## src/rtl/ptid_pkg.sv

```systemverilog
package ptid_pkg;

  // Result status codes.
  localparam logic [1:0] ST_OK    = 2'd0;
  localparam logic [1:0] ST_UNDEF = 2'd1;
  localparam logic [1:0] ST_SAT   = 2'd2;

  // Result kinds.
  localparam logic [2:0] K_DP   = 3'd0;
  localparam logic [2:0] K_MOVW = 3'd1;
  localparam logic [2:0] K_MOVT = 3'd2;
  localparam logic [2:0] K_SBFX = 3'd3;
  localparam logic [2:0] K_UBFX = 3'd4;
  localparam logic [2:0] K_BFI  = 3'd5;
  localparam logic [2:0] K_BFC  = 3'd6;

  // Data-processing opcodes.
  localparam logic [3:0] DP_NONE = 4'd0;
  localparam logic [3:0] DP_SUB  = 4'd2;
  localparam logic [3:0] DP_ADD  = 4'd4;

  // Op field (instruction bits 24:20) encodings.
  localparam logic [4:0] SEL_ADD   = 5'h00;
  localparam logic [4:0] SEL_SUB   = 5'h0A;
  localparam logic [4:0] SEL_MOVW  = 5'h04;
  localparam logic [4:0] SEL_MOVT  = 5'h0C;
  localparam logic [4:0] SEL_SBFX  = 5'h14;
  localparam logic [4:0] SEL_UBFX  = 5'h1C;
  localparam logic [4:0] SEL_BFI   = 5'h16;
  localparam logic [4:0] SEL_SSAT  = 5'h10;
  localparam logic [4:0] SEL_SSAT16 = 5'h12;
  localparam logic [4:0] SEL_USAT  = 5'h18;
  localparam logic [4:0] SEL_USAT16 = 5'h1A;

  // Special register numbers.
  localparam logic [3:0] REG_SP = 4'd13;
  localparam logic [3:0] REG_PC = 4'd15;

  localparam logic [6:0] WORD_BITS = 7'd32;

  typedef struct packed {
    logic [1:0]  status;
    logic [2:0]  place_kind;
    logic [3:0]  dp_opcode;
    logic [3:0]  dest_reg;
    logic [3:0]  src_reg;
    logic [31:0] immediate;
    logic [4:0]  field_lsb;
    logic [5:0]  field_width;
  } result_t;

endpackage

```

## src/rtl/ptid_if.sv

```systemverilog
interface ptid_in_if;
  logic        valid;
  logic        ready;
  logic [31:0] instr_word;
  logic [31:0] fetch_addr;

  modport source (output valid, output instr_word, output fetch_addr, input ready);
  modport sink (input valid, input instr_word, input fetch_addr, output ready);
endinterface

interface ptid_out_if;
  logic        valid;
  logic        ready;
  logic [1:0]  status;
  logic [2:0]  place_kind;
  logic [3:0]  dp_opcode;
  logic [3:0]  dest_reg;
  logic [3:0]  src_reg;
  logic [31:0] immediate;
  logic [4:0]  field_lsb;
  logic [5:0]  field_width;

  modport source (
    output valid, output status, output place_kind, output dp_opcode,
    output dest_reg, output src_reg, output immediate, output field_lsb,
    output field_width, input ready
  );
  modport sink (
    input valid, input status, input place_kind, input dp_opcode,
    input dest_reg, input src_reg, input immediate, input field_lsb,
    input field_width, output ready
  );
endinterface

```

## src/rtl/thumb2_plain_immediate_decoder.sv

```systemverilog
// Decoder for the Thumb-2 data-processing plain binary immediate space.
// The input channel carries one 32-bit instruction word (first halfword in
// bits 31:16) and the address it was fetched from. The result channel
// carries one decoded record per word: status, form, opcode, registers,
// immediate (or ADR address, or bitfield insert mask) and bitfield geometry.
// Each word gives exactly one result, in order.
// A word transferred on the input is captured in the input register, decoded by
// shallow logic, and moves into the result register once that register is free,
// where it is offered on the output channel.
// Throughput is one word per cycle while the receiver takes results; the two
// registers form a two-stage pipeline, so a new word is taken while earlier
// ones are in flight. When the receiver stalls, the result register holds its
// contents and the input register fills behind it; the input side stops taking
// words only once both stages are full. Ready on the input depends
// combinationally on ready at the output.
// Reset (rst_n low at a clock edge) empties both stages; no results are
// offered until new words arrive.
module thumb2_plain_immediate_decoder (
  input  logic              clk,
  input  logic              rst_n,
  ptid_in_if.sink           in_ch,
  ptid_out_if.source        out_ch
);

  // Stage one: captured instruction word and address.
  logic        s1_valid_r;
  logic        s1_valid_nxt;
  logic [31:0] instr_r;
  logic [31:0] addr_r;

  // Stage two: decoded result waiting for transfer.
  logic              s2_valid_r;
  logic              s2_valid_nxt;
  ptid_pkg::result_t res_r;
  ptid_pkg::result_t dec_res;

  logic s2_free;
  logic s1_free;
  logic in_take;

  // Stage two can load when it is empty or its result leaves this cycle.
  assign s2_free = !s2_valid_r || out_ch.ready;
  // Stage one can load when it is empty or its word moves on to stage two.
  assign s1_free = !s1_valid_r || s2_free;
  assign in_take = in_ch.valid && s1_free;

  assign in_ch.ready = s1_free;

  ptid_decode u_decode (
    .instr_word (instr_r),
    .fetch_addr (addr_r),
    .result     (dec_res)
  );

  always_comb begin
    s1_valid_nxt = s1_valid_r;
    s2_valid_nxt = s2_valid_r;
    if (s1_free) begin
      s1_valid_nxt = in_ch.valid;
    end
    if (s2_free) begin
      s2_valid_nxt = s1_valid_r;
    end
  end

  always_ff @(posedge clk) begin
    if (!rst_n) begin
      s1_valid_r <= 1'b0;
      s2_valid_r <= 1'b0;
    end else begin
      s1_valid_r <= s1_valid_nxt;
      s2_valid_r <= s2_valid_nxt;
    end
  end

  // Payload registers carry no reset; the valid bits qualify them.
  always_ff @(posedge clk) begin
    if (in_take) begin
      instr_r <= in_ch.instr_word;
      addr_r  <= in_ch.fetch_addr;
    end
    if (s2_free && s1_valid_r) begin
      res_r <= dec_res;
    end
  end

  assign out_ch.valid       = s2_valid_r;
  assign out_ch.status      = res_r.status;
  assign out_ch.place_kind  = res_r.place_kind;
  assign out_ch.dp_opcode   = res_r.dp_opcode;
  assign out_ch.dest_reg    = res_r.dest_reg;
  assign out_ch.src_reg     = res_r.src_reg;
  assign out_ch.immediate   = res_r.immediate;
  assign out_ch.field_lsb   = res_r.field_lsb;
  assign out_ch.field_width = res_r.field_width;

endmodule

```

## src/rtl/ptid_decode.sv

```systemverilog
module ptid_decode (
  input  logic [31:0]      instr_word,
  input  logic [31:0]      fetch_addr,
  output ptid_pkg::result_t result
);

  logic [4:0]  sel;
  logic [3:0]  rn;
  logic [3:0]  rd;
  logic [11:0] imm12;
  logic [4:0]  bf_lsb;
  logic [4:0]  bf_msb;
  logic [5:0]  sx_width;
  logic [6:0]  sx_end;
  logic [5:0]  bf_width;
  logic [31:0] adr_base;
  logic [31:0] bf_mask;
  logic        bad_reserved;
  logic        rd_bad;
  ptid_pkg::result_t res;

  assign sel          = instr_word[24:20];
  assign rn           = instr_word[19:16];
  assign rd           = instr_word[11:8];
  assign imm12        = {instr_word[26], instr_word[14:12], instr_word[7:0]};
  assign bf_lsb       = {instr_word[14:12], instr_word[7:6]};
  assign bf_msb       = instr_word[4:0];
  assign sx_width     = {1'b0, instr_word[4:0]} + 6'd1;
  assign sx_end       = {2'b00, bf_lsb} + {1'b0, sx_width};
  assign bf_width     = {1'b0, bf_msb} - {1'b0, bf_lsb} + 6'd1;
  assign adr_base     = {fetch_addr[31:2] + 30'd1, 2'b00};
  assign bf_mask      = (32'hFFFF_FFFF >> (5'd31 - bf_msb)) & (32'hFFFF_FFFF << bf_lsb);
  assign bad_reserved = instr_word[26] | instr_word[5];
  assign rd_bad       = (rd == ptid_pkg::REG_SP) || (rd == ptid_pkg::REG_PC);

  always_comb begin
    res        = '0;
    res.status = ptid_pkg::ST_UNDEF;
    unique case (sel) inside
      ptid_pkg::SEL_ADD, ptid_pkg::SEL_SUB: begin
        if (rn == ptid_pkg::REG_PC) begin
          // PC-relative address generation, reported as a wide move.
          if (!rd_bad) begin
            res.status     = ptid_pkg::ST_OK;
            res.place_kind = ptid_pkg::K_MOVW;
            res.dest_reg   = rd;
            res.immediate  = (sel == ptid_pkg::SEL_ADD) ? adr_base + {20'd0, imm12}
                                                        : adr_base - {20'd0, imm12};
          end
        end else if (!(rd == ptid_pkg::REG_PC ||
                       (rd == ptid_pkg::REG_SP && rn != ptid_pkg::REG_SP))) begin
          res.status     = ptid_pkg::ST_OK;
          res.place_kind = ptid_pkg::K_DP;
          res.dp_opcode  = (sel == ptid_pkg::SEL_ADD) ? ptid_pkg::DP_ADD : ptid_pkg::DP_SUB;
          res.dest_reg   = rd;
          res.src_reg    = rn;
          res.immediate  = {20'd0, imm12};
        end
      end
      ptid_pkg::SEL_MOVW, ptid_pkg::SEL_MOVT: begin
        if (!rd_bad) begin
          res.status     = ptid_pkg::ST_OK;
          res.place_kind = (sel == ptid_pkg::SEL_MOVW) ? ptid_pkg::K_MOVW : ptid_pkg::K_MOVT;
          res.dest_reg   = rd;
          res.immediate  = {16'd0, rn, imm12};
        end
      end
      ptid_pkg::SEL_SBFX, ptid_pkg::SEL_UBFX: begin
        if (!bad_reserved && !rd_bad && rn != ptid_pkg::REG_SP &&
            rn != ptid_pkg::REG_PC && sx_end <= ptid_pkg::WORD_BITS) begin
          res.status      = ptid_pkg::ST_OK;
          res.place_kind  = (sel == ptid_pkg::SEL_SBFX) ? ptid_pkg::K_SBFX
                                                        : ptid_pkg::K_UBFX;
          res.dest_reg    = rd;
          res.src_reg     = rn;
          res.field_lsb   = bf_lsb;
          res.field_width = sx_width;
        end
      end
      ptid_pkg::SEL_BFI: begin
        if (!bad_reserved && !rd_bad && rn != ptid_pkg::REG_SP && bf_msb >= bf_lsb) begin
          res.status      = ptid_pkg::ST_OK;
          res.place_kind  = (rn == ptid_pkg::REG_PC) ? ptid_pkg::K_BFC : ptid_pkg::K_BFI;
          res.dest_reg    = rd;
          res.src_reg     = rn;
          res.field_lsb   = bf_lsb;
          res.field_width = bf_width;
          res.immediate   = bf_mask;
        end
      end
      ptid_pkg::SEL_SSAT, ptid_pkg::SEL_SSAT16, ptid_pkg::SEL_USAT,
      ptid_pkg::SEL_USAT16: begin
        res.status = ptid_pkg::ST_SAT;
      end
      default: begin
        res.status = ptid_pkg::ST_UNDEF;
      end
    endcase
  end

  // Anything that did not decode reports its status and nothing else.
  always_comb begin
    result = '0;
    result.status = res.status;
    if (res.status == ptid_pkg::ST_OK) begin
      result = res;
    end
  end

endmodule

```

## src/flat_wrapper.sv

```systemverilog
// flat-port wrapper written by rule: the top's interface ports become plain ports
module thumb2_plain_immediate_decoder_flat 
  (clk, rst_n, in_ch_valid, in_ch_instr_word, in_ch_fetch_addr, in_ch_ready, out_ch_valid, out_ch_status, out_ch_place_kind, out_ch_dp_opcode, out_ch_dest_reg, out_ch_src_reg, out_ch_immediate, out_ch_field_lsb, out_ch_field_width, out_ch_ready);
  ptid_in_if in_ch_i ();
  ptid_out_if out_ch_i ();
  input  logic clk;
  input  logic rst_n;
  input wire logic [$bits(in_ch_i.valid)-1:0] in_ch_valid;
  input wire logic [$bits(in_ch_i.instr_word)-1:0] in_ch_instr_word;
  input wire logic [$bits(in_ch_i.fetch_addr)-1:0] in_ch_fetch_addr;
  output wire logic [$bits(in_ch_i.ready)-1:0] in_ch_ready;
  output wire logic [$bits(out_ch_i.valid)-1:0] out_ch_valid;
  output wire logic [$bits(out_ch_i.status)-1:0] out_ch_status;
  output wire logic [$bits(out_ch_i.place_kind)-1:0] out_ch_place_kind;
  output wire logic [$bits(out_ch_i.dp_opcode)-1:0] out_ch_dp_opcode;
  output wire logic [$bits(out_ch_i.dest_reg)-1:0] out_ch_dest_reg;
  output wire logic [$bits(out_ch_i.src_reg)-1:0] out_ch_src_reg;
  output wire logic [$bits(out_ch_i.immediate)-1:0] out_ch_immediate;
  output wire logic [$bits(out_ch_i.field_lsb)-1:0] out_ch_field_lsb;
  output wire logic [$bits(out_ch_i.field_width)-1:0] out_ch_field_width;
  input wire logic [$bits(out_ch_i.ready)-1:0] out_ch_ready;
  assign in_ch_i.valid = in_ch_valid;
  assign in_ch_i.instr_word = in_ch_instr_word;
  assign in_ch_i.fetch_addr = in_ch_fetch_addr;
  assign in_ch_ready = in_ch_i.ready;
  assign out_ch_valid = out_ch_i.valid;
  assign out_ch_status = out_ch_i.status;
  assign out_ch_place_kind = out_ch_i.place_kind;
  assign out_ch_dp_opcode = out_ch_i.dp_opcode;
  assign out_ch_dest_reg = out_ch_i.dest_reg;
  assign out_ch_src_reg = out_ch_i.src_reg;
  assign out_ch_immediate = out_ch_i.immediate;
  assign out_ch_field_lsb = out_ch_i.field_lsb;
  assign out_ch_field_width = out_ch_i.field_width;
  assign out_ch_i.ready = out_ch_ready;
  thumb2_plain_immediate_decoder u_core (.clk(clk), .rst_n(rst_n), .in_ch(in_ch_i), .out_ch(out_ch_i));
endmodule
```

## config.mk

```make
export PLATFORM = sky130hd
export DESIGN_NAME = thumb2_plain_immediate_decoder_flat
export DESIGN_NICKNAME = d
export VERILOG_FILES = /design/src/rtl/ptid_pkg.sv /design/src/rtl/ptid_if.sv /design/src/rtl/thumb2_plain_immediate_decoder.sv /design/src/rtl/ptid_decode.sv /design/src/flat_wrapper.sv
export SDC_FILE = /design/constraint.sdc
export NUM_CORES = 1
export LEC_CHECK = 0
export BUFFER_PORTS_ARGS = -buffer_cell sky130_fd_sc_hd__buf_2
export CORE_UTILIZATION = 52
export CTS_CLUSTER_DIAMETER = 200
export DETAILED_ROUTE_END_ITERATION = 8
export PLACE_DENSITY = 0.78
export SLEW_MARGIN = 20
export SYNTH_ARGS = -nofsm -noshare
export SYNTH_HDL_FRONTEND = slang
export SYNTH_SLANG_ARGS = --single-unit
```

## constraint.sdc

```tcl
create_clock -name clk -period 4.08 [get_ports clk]
set_input_delay 0.816 -clock clk [delete_from_list [all_inputs] [get_ports clk]]
set_output_delay 0.816 -clock clk [all_outputs]
set_load 0.01 [all_outputs]
```

After elaboration in Yosys (flattened, before gate mapping)
Cells that the tools add are included.

storage, ports and cells
  register bits = 121
  latch bits = 0
  memory bits (writable) = 0
  memory bits (read-only) = 0
  input bits = 68
  output and inout bits = 62
  word-level logic and storage cells = 92
  memories = 0

operators by class
  $add $sub $neg = 8
  multiply operators = 0
  div/mod/pow operators = 0
  order comparisons = 2
  eq/ne operators = 15
  shifts and indexed selects = 2
  muxes and demuxes = 26
  bitwise operators = 4
  reductions and logical operators = 23

operators by type and width
  operator                                           count
  two-way mux 32 bit                                 3
  one-hot mux 32 bit (3 select lines)                1
  two-way mux 51 bit                                 1
  two-way mux 48 bit                                 1
  == test 5 bit, second input constant               7
  adder 32 x 12 -> 32 bit                            1
  AND 32 bit                                         1
  left shift 32 x 5 -> 32 bit, first input constant  1
  >> shifter 32 x 5 -> 32 bit, first input constant  1
  subtractor 32 x 12 -> 32 bit                       1
  adder 30 x 1 -> 30 bit, second input constant      1
  two-way mux 4 bit                                  7
  one-hot mux 11 bit (2 select lines)                1
  two-way mux 16 bit                                 1
  one-hot mux 4 bit (4 select lines)                 1
  == test 4 bit, second input constant               3
  one-hot mux 3 bit (4 select lines)                 1
  one-hot mux 4 bit (3 select lines)                 1
  two-way mux 11 bit                                 1
  == test 5 x 4 -> 1 bit, second input constant      2
  one-hot mux 2 bit (5 select lines)                 1
  logical AND 1 bit                                  8
  two-way mux 8 bit                                  1
  inequality test 4 bit, second input constant       2
  19 further kinds                                   31

Logic depth before layout (Yosys ltp)
  word-level depth = 12
  mapped depth = 15
  depth with buffers taken out = 15

Modules after synthesis
From an unflattened synthesis, not the netlist that was laid out.

second synthesis, totals
  cells, all modules = 788
  area total of the unflattened synthesis = 8122.8 um2

by module, submodules not included
  module                          instances  cells each  area each (um2)  sequential area each (um2)
  ptid_decode                     1          655         4295.4           0.0
  thumb2_plain_immediate_decoder  1          133         3827.4           3763.6

Worst setup path before layout
No wires, ideal clock.

  path kind = input-to-reg
  start point = input out_ch_ready
  end point = register u_core.res_r, in the netlist u_core.out_ch.dest_reg[0] (enable)
  library setup time = 481 ps
  arrival = 3478 ps
  setup slack = 121 ps
  cell stages on the path = 2
  cells stage by stage = nor2b_1 nor2b_1

between the ends
  word-level cells in the longest chain between the ends = 2

ends and longest elaborated chain
  item                    line                                  source
  start: declaration      flat_wrapper.sv:21                    input wire logic [$bits(out_ch_i.ready)-1:0] out_ch_ready;
  logical OR 1 bit        thumb2_plain_immediate_decoder.sv:42  assign s2_free = !s2_valid_r || out_ch.ready;
  logical AND 1 bit       thumb2_plain_immediate_decoder.sv:82  if (s2_free && s1_valid_r) begin
  end signal: assignment  thumb2_plain_immediate_decoder.sv:83  res_r <= dec_res;
  end: declaration        thumb2_plain_immediate_decoder.sv:34  ptid_pkg::result_t res_r;

No other way between the ends.
A chain may end at the register's enable or synchronous reset.

Worst setup path in the final report
  start point = register u_core.addr_r[6]
  end point = register u_core.res_r, in the netlist u_core.out_ch.immediate[24], data pin

between the ends
  word-level cells in the longest chain between the ends = 6

ends and longest elaborated chain
  item                                                                            line                                  source
  start: declaration                                                              thumb2_plain_immediate_decoder.sv:29  logic [31:0] addr_r;
  start signal: assignment                                                        thumb2_plain_immediate_decoder.sv:80  addr_r <= in_ch.fetch_addr;
  adder 30 x 1 -> 30 bit *                                                        ptid_decode.sv:31                     assign adr_base = {fetch_addr[31:2] + 30'd1, 2'b00};
  subtractor 32 x 12 -> 32 bit / adder 32 x 12 -> 32 bit (equally long branches)  ptid_decode.sv:48, ptid_decode.sv:47
  two-way mux 32 bit *                                                            ptid_decode.sv:47                     res.immediate = (sel == ptid_pkg::SEL_ADD) ? adr_base + {20'd0, imm12}
  two-way mux 32 bit *                                                            ptid_decode.sv:43                     if (!rd_bad) begin
  two-way mux 32 bit *                                                            ptid_decode.sv:41                     if (rn == ptid_pkg::REG_PC) begin
  one-hot mux 32 bit (3 select lines) *                                           ptid_decode.sv:39                     unique case (sel) inside

Mark *: on every way between the ends. The rest lies on a longest branch, timed or not.

==> results.yml <==
run_status:
  status: "finished, final reports clean"
synth:
  synthArstFlopShare: 0
  ys_seq_elements: 115
  synth_edf_count: 113
  yosysWarnings: 0
  seq_area_frac_synth: 0.456
  ys.flop_type: "edfxtp_1"
  syn_inst: 760
  syn-cell-area_um2: 7530
  synth.distinct_cells: 72
  synth_area_per_cell_um2: 9.91
sta:
  timing.fmax_ghz: 0.260
  setup_viol: 0
  period_share: 0.941
  tns_ns: 0
  fin_worst_hold_slack_ns: 0.529
  relSlewSlack: 0.525
  setup_ws_ns: 0.240
  worstMarginPinSlew_ns: 0.709
  rsz0062_at_grt: "no"
  min_period_ns: 3.84
  slew_viol_final: 0
  hold_violations: 0
  finClkSkew_ns: 0.00923
routing:
  drc: 0
  via_per_inst: 5.99
  wl_per_cell_um: 17.8
  routed_wirelength_um: 19600
  via_count: 6618
  dr.pass1.iters: 6
  drt_first_iter_violations: 715
  ant_nets: 0
final_layout:
  syn_to_final_growth_pct: 21.8
  area.sequential_um2: 3430
  finalInstanceArea_um2: 9180
  layout_common_cells: "buf_2, edfxtp_1, nor2_1"
  fillerInstances: 1131
  stdcell_count: 1104
  post-route-util: 0.656
  multi_input_area_um2: 3880
  largest_register_ff_count: 32
  final_common_cell: "buf_2"
  post_route_cells_drive_above_1_share: 0.232
  antenna_cells: 0
  final_net_count: 1025
clock_network:
  htreeDepth: 4
  clock-sinks: 115
  clk_latency_ns: 0.42
  path_clk_slew_ns: 0.06
  cts-root-buf: "clkbuf_16"
  numCtsBuffers: 17
  cts_hold_buffers: 0
  clockBufferDepth: 2
  cts_tree: "built"
min_path:
  hold_class: "flop to flop"
job:
  drv_cap: 0
placement:
  dp_hpwl_um: 14700
  portBuffers: 118
  placedCellCount: 1070
  dpl-instance-area_um2: 8540
  gp_congestion: 1.05
  dpl_worst_slack_ns: 0.206
power_and_ir_drop:
  total_power_mw: 3.40
  p_per_area_nw_per_um2: 370
  p_leak_nw: 3.52
  irDropWorstVdd_v: 0.000387
setup_path:
  cp-end-kind: "flop"
  arrival_ns: 4.00
  worstSetupStartpointType: "flop"
  critPathKind: "flop to flop"
  crit_required_ns: 4.24
  crit_fanout: 6
floorplanning:
  core_region_area_um2: 14000
  row_count: 43
  initial_core_util: 0.539
  fp.dieH_um: 122
  dieWidth_um: 122
  die_area_um2: 15000
  io_pins: 130
grt:
  grt_max_degree: 41
  grt_overflow: 0
  grt_pass1_wl_um: 30200
  track_usage: 0.271
  antenna_found_initial: 0
  grt_pass1_vias: 5928
[area by class of cell]
| type | count | area share |
|---|---|---|
| clock buffers | 17 | 0.0464 |
| clock inverters | 15 | 0.0155 |
| inverters | 45 | 0.0184 |
| multi-input cells | 574 | 0.423 |
| flip-flops and latches | 115 | 0.374 |
| well taps | 180 | 0.0245 |
| repair buffers | 158 | 0.0984 |
[cell families after synthesis]
group	Yosys count	synth area share
AOI/OAI and AO/OA	187	0.161
DFF	115	0.456
and+or+nand+nor	273	0.188
adders and majority gates	46	0.0804
other	1	0.000498
buffers and inverters	72	0.0370
xor gates and xnor gates	66	0.0767
[critical path, stage by stage, from the launching register on]
cell      delay, ns
edfxtp_1       0.42
and3_1         0.23
nand3_1        0.13
xnor2_1        0.22
ha_1           0.33
o41ai_1        0.58
a221o_1        0.29
a221oi_2       0.11
or4b_4         0.57
o41ai_2        0.38
xor2_1         0.21
o22ai_1        0.09
[Yosys cell counts, types with 4 or more instances]
| cell | instances | area [um^2] |
|---|---|---|
| o31ai_1 | 8 | 60.1 |
| nor2b_1 | 13 | 81.3 |
| a21o_1 | 7 | 52.6 |
| nand2b_1 | 6 | 37.5 |
| a22oi_1 | 7 | 52.6 |
| and3_1 | 9 | 56.3 |
| a211oi_1 | 5 | 37.5 |
| or3_1 | 5 | 31.3 |
| xor2_1 | 26 | 228 |
| a31oi_1 | 5 | 31.3 |
| o211ai_1 | 5 | 37.5 |
| nand2_1 | 54 | 203 |
| a21oi_1 | 43 | 215 |
| and2_1 | 5 | 31.3 |
| nor4_1 | 14 | 87.6 |
| ha_1 | 42 | 526 |
| edfxtp_1 | 113 | 3390 |
| clkbuf_1 | 23 | 86.3 |
| xnor2_1 | 40 | 350 |
| o22ai_1 | 23 | 144 |
| nand4_1 | 22 | 138 |
| inv_1 | 44 | 165 |
| nor3_1 | 24 | 120 |
| nand3_1 | 25 | 125 |
| fa_1 | 4 | 80.1 |
| o21ai_0 | 46 | 230 |
| nor2_1 | 69 | 259 |
[what timing repair did]
| action | in CTS | in global routing |
|---|---|---|
| resized for setup | 0 | 7 |
| endpoints found under the setup margin | 0 | 10 |
| setup buffers | 0 | 1 |
[report_power, final]
group          switching, mW  total (mW)  internal (mW)
Clock                  0.526        1.41          0.888
Combinational          0.337       0.565          0.228
Sequential            0.0479        1.42           1.37
Total                  0.911        3.40           2.49
[final timing paths]
check | start | to | slack [ns] | depth (start not counted)
max reg2reg | u_core.addr_r[6]$_DFFE_PP_ | u_core.out_ch.immediate[24]$_SDFFCE_PP0P_ | 0.24 | 11
min | u_core.s1_valid_r$_SDFFE_PN0N_ | u_core.out_ch.valid$_SDFFE_PN0P_ | 0.53 | 1
max | u_core.addr_r[6]$_DFFE_PP_ | u_core.out_ch.immediate[24]$_SDFFCE_PP0P_ | 0.24 | 11
min reg2reg | u_core.s1_valid_r$_SDFFE_PN0N_ | u_core.out_ch.valid$_SDFFE_PN0P_ | 0.53 | 1
[layer usage]
metal	vias to the layer above	routed length, um	global-route usage	share of wire
met3	68	1800	0.0581	0.092
met2	378	8870	0.416	0.45
li1	3142	-	-	-
met5	-	0	0	0
met4	0	799	0.141	0.041
met1	3030	8150	0.360	0.42
(Power assumes the default switching activity.)
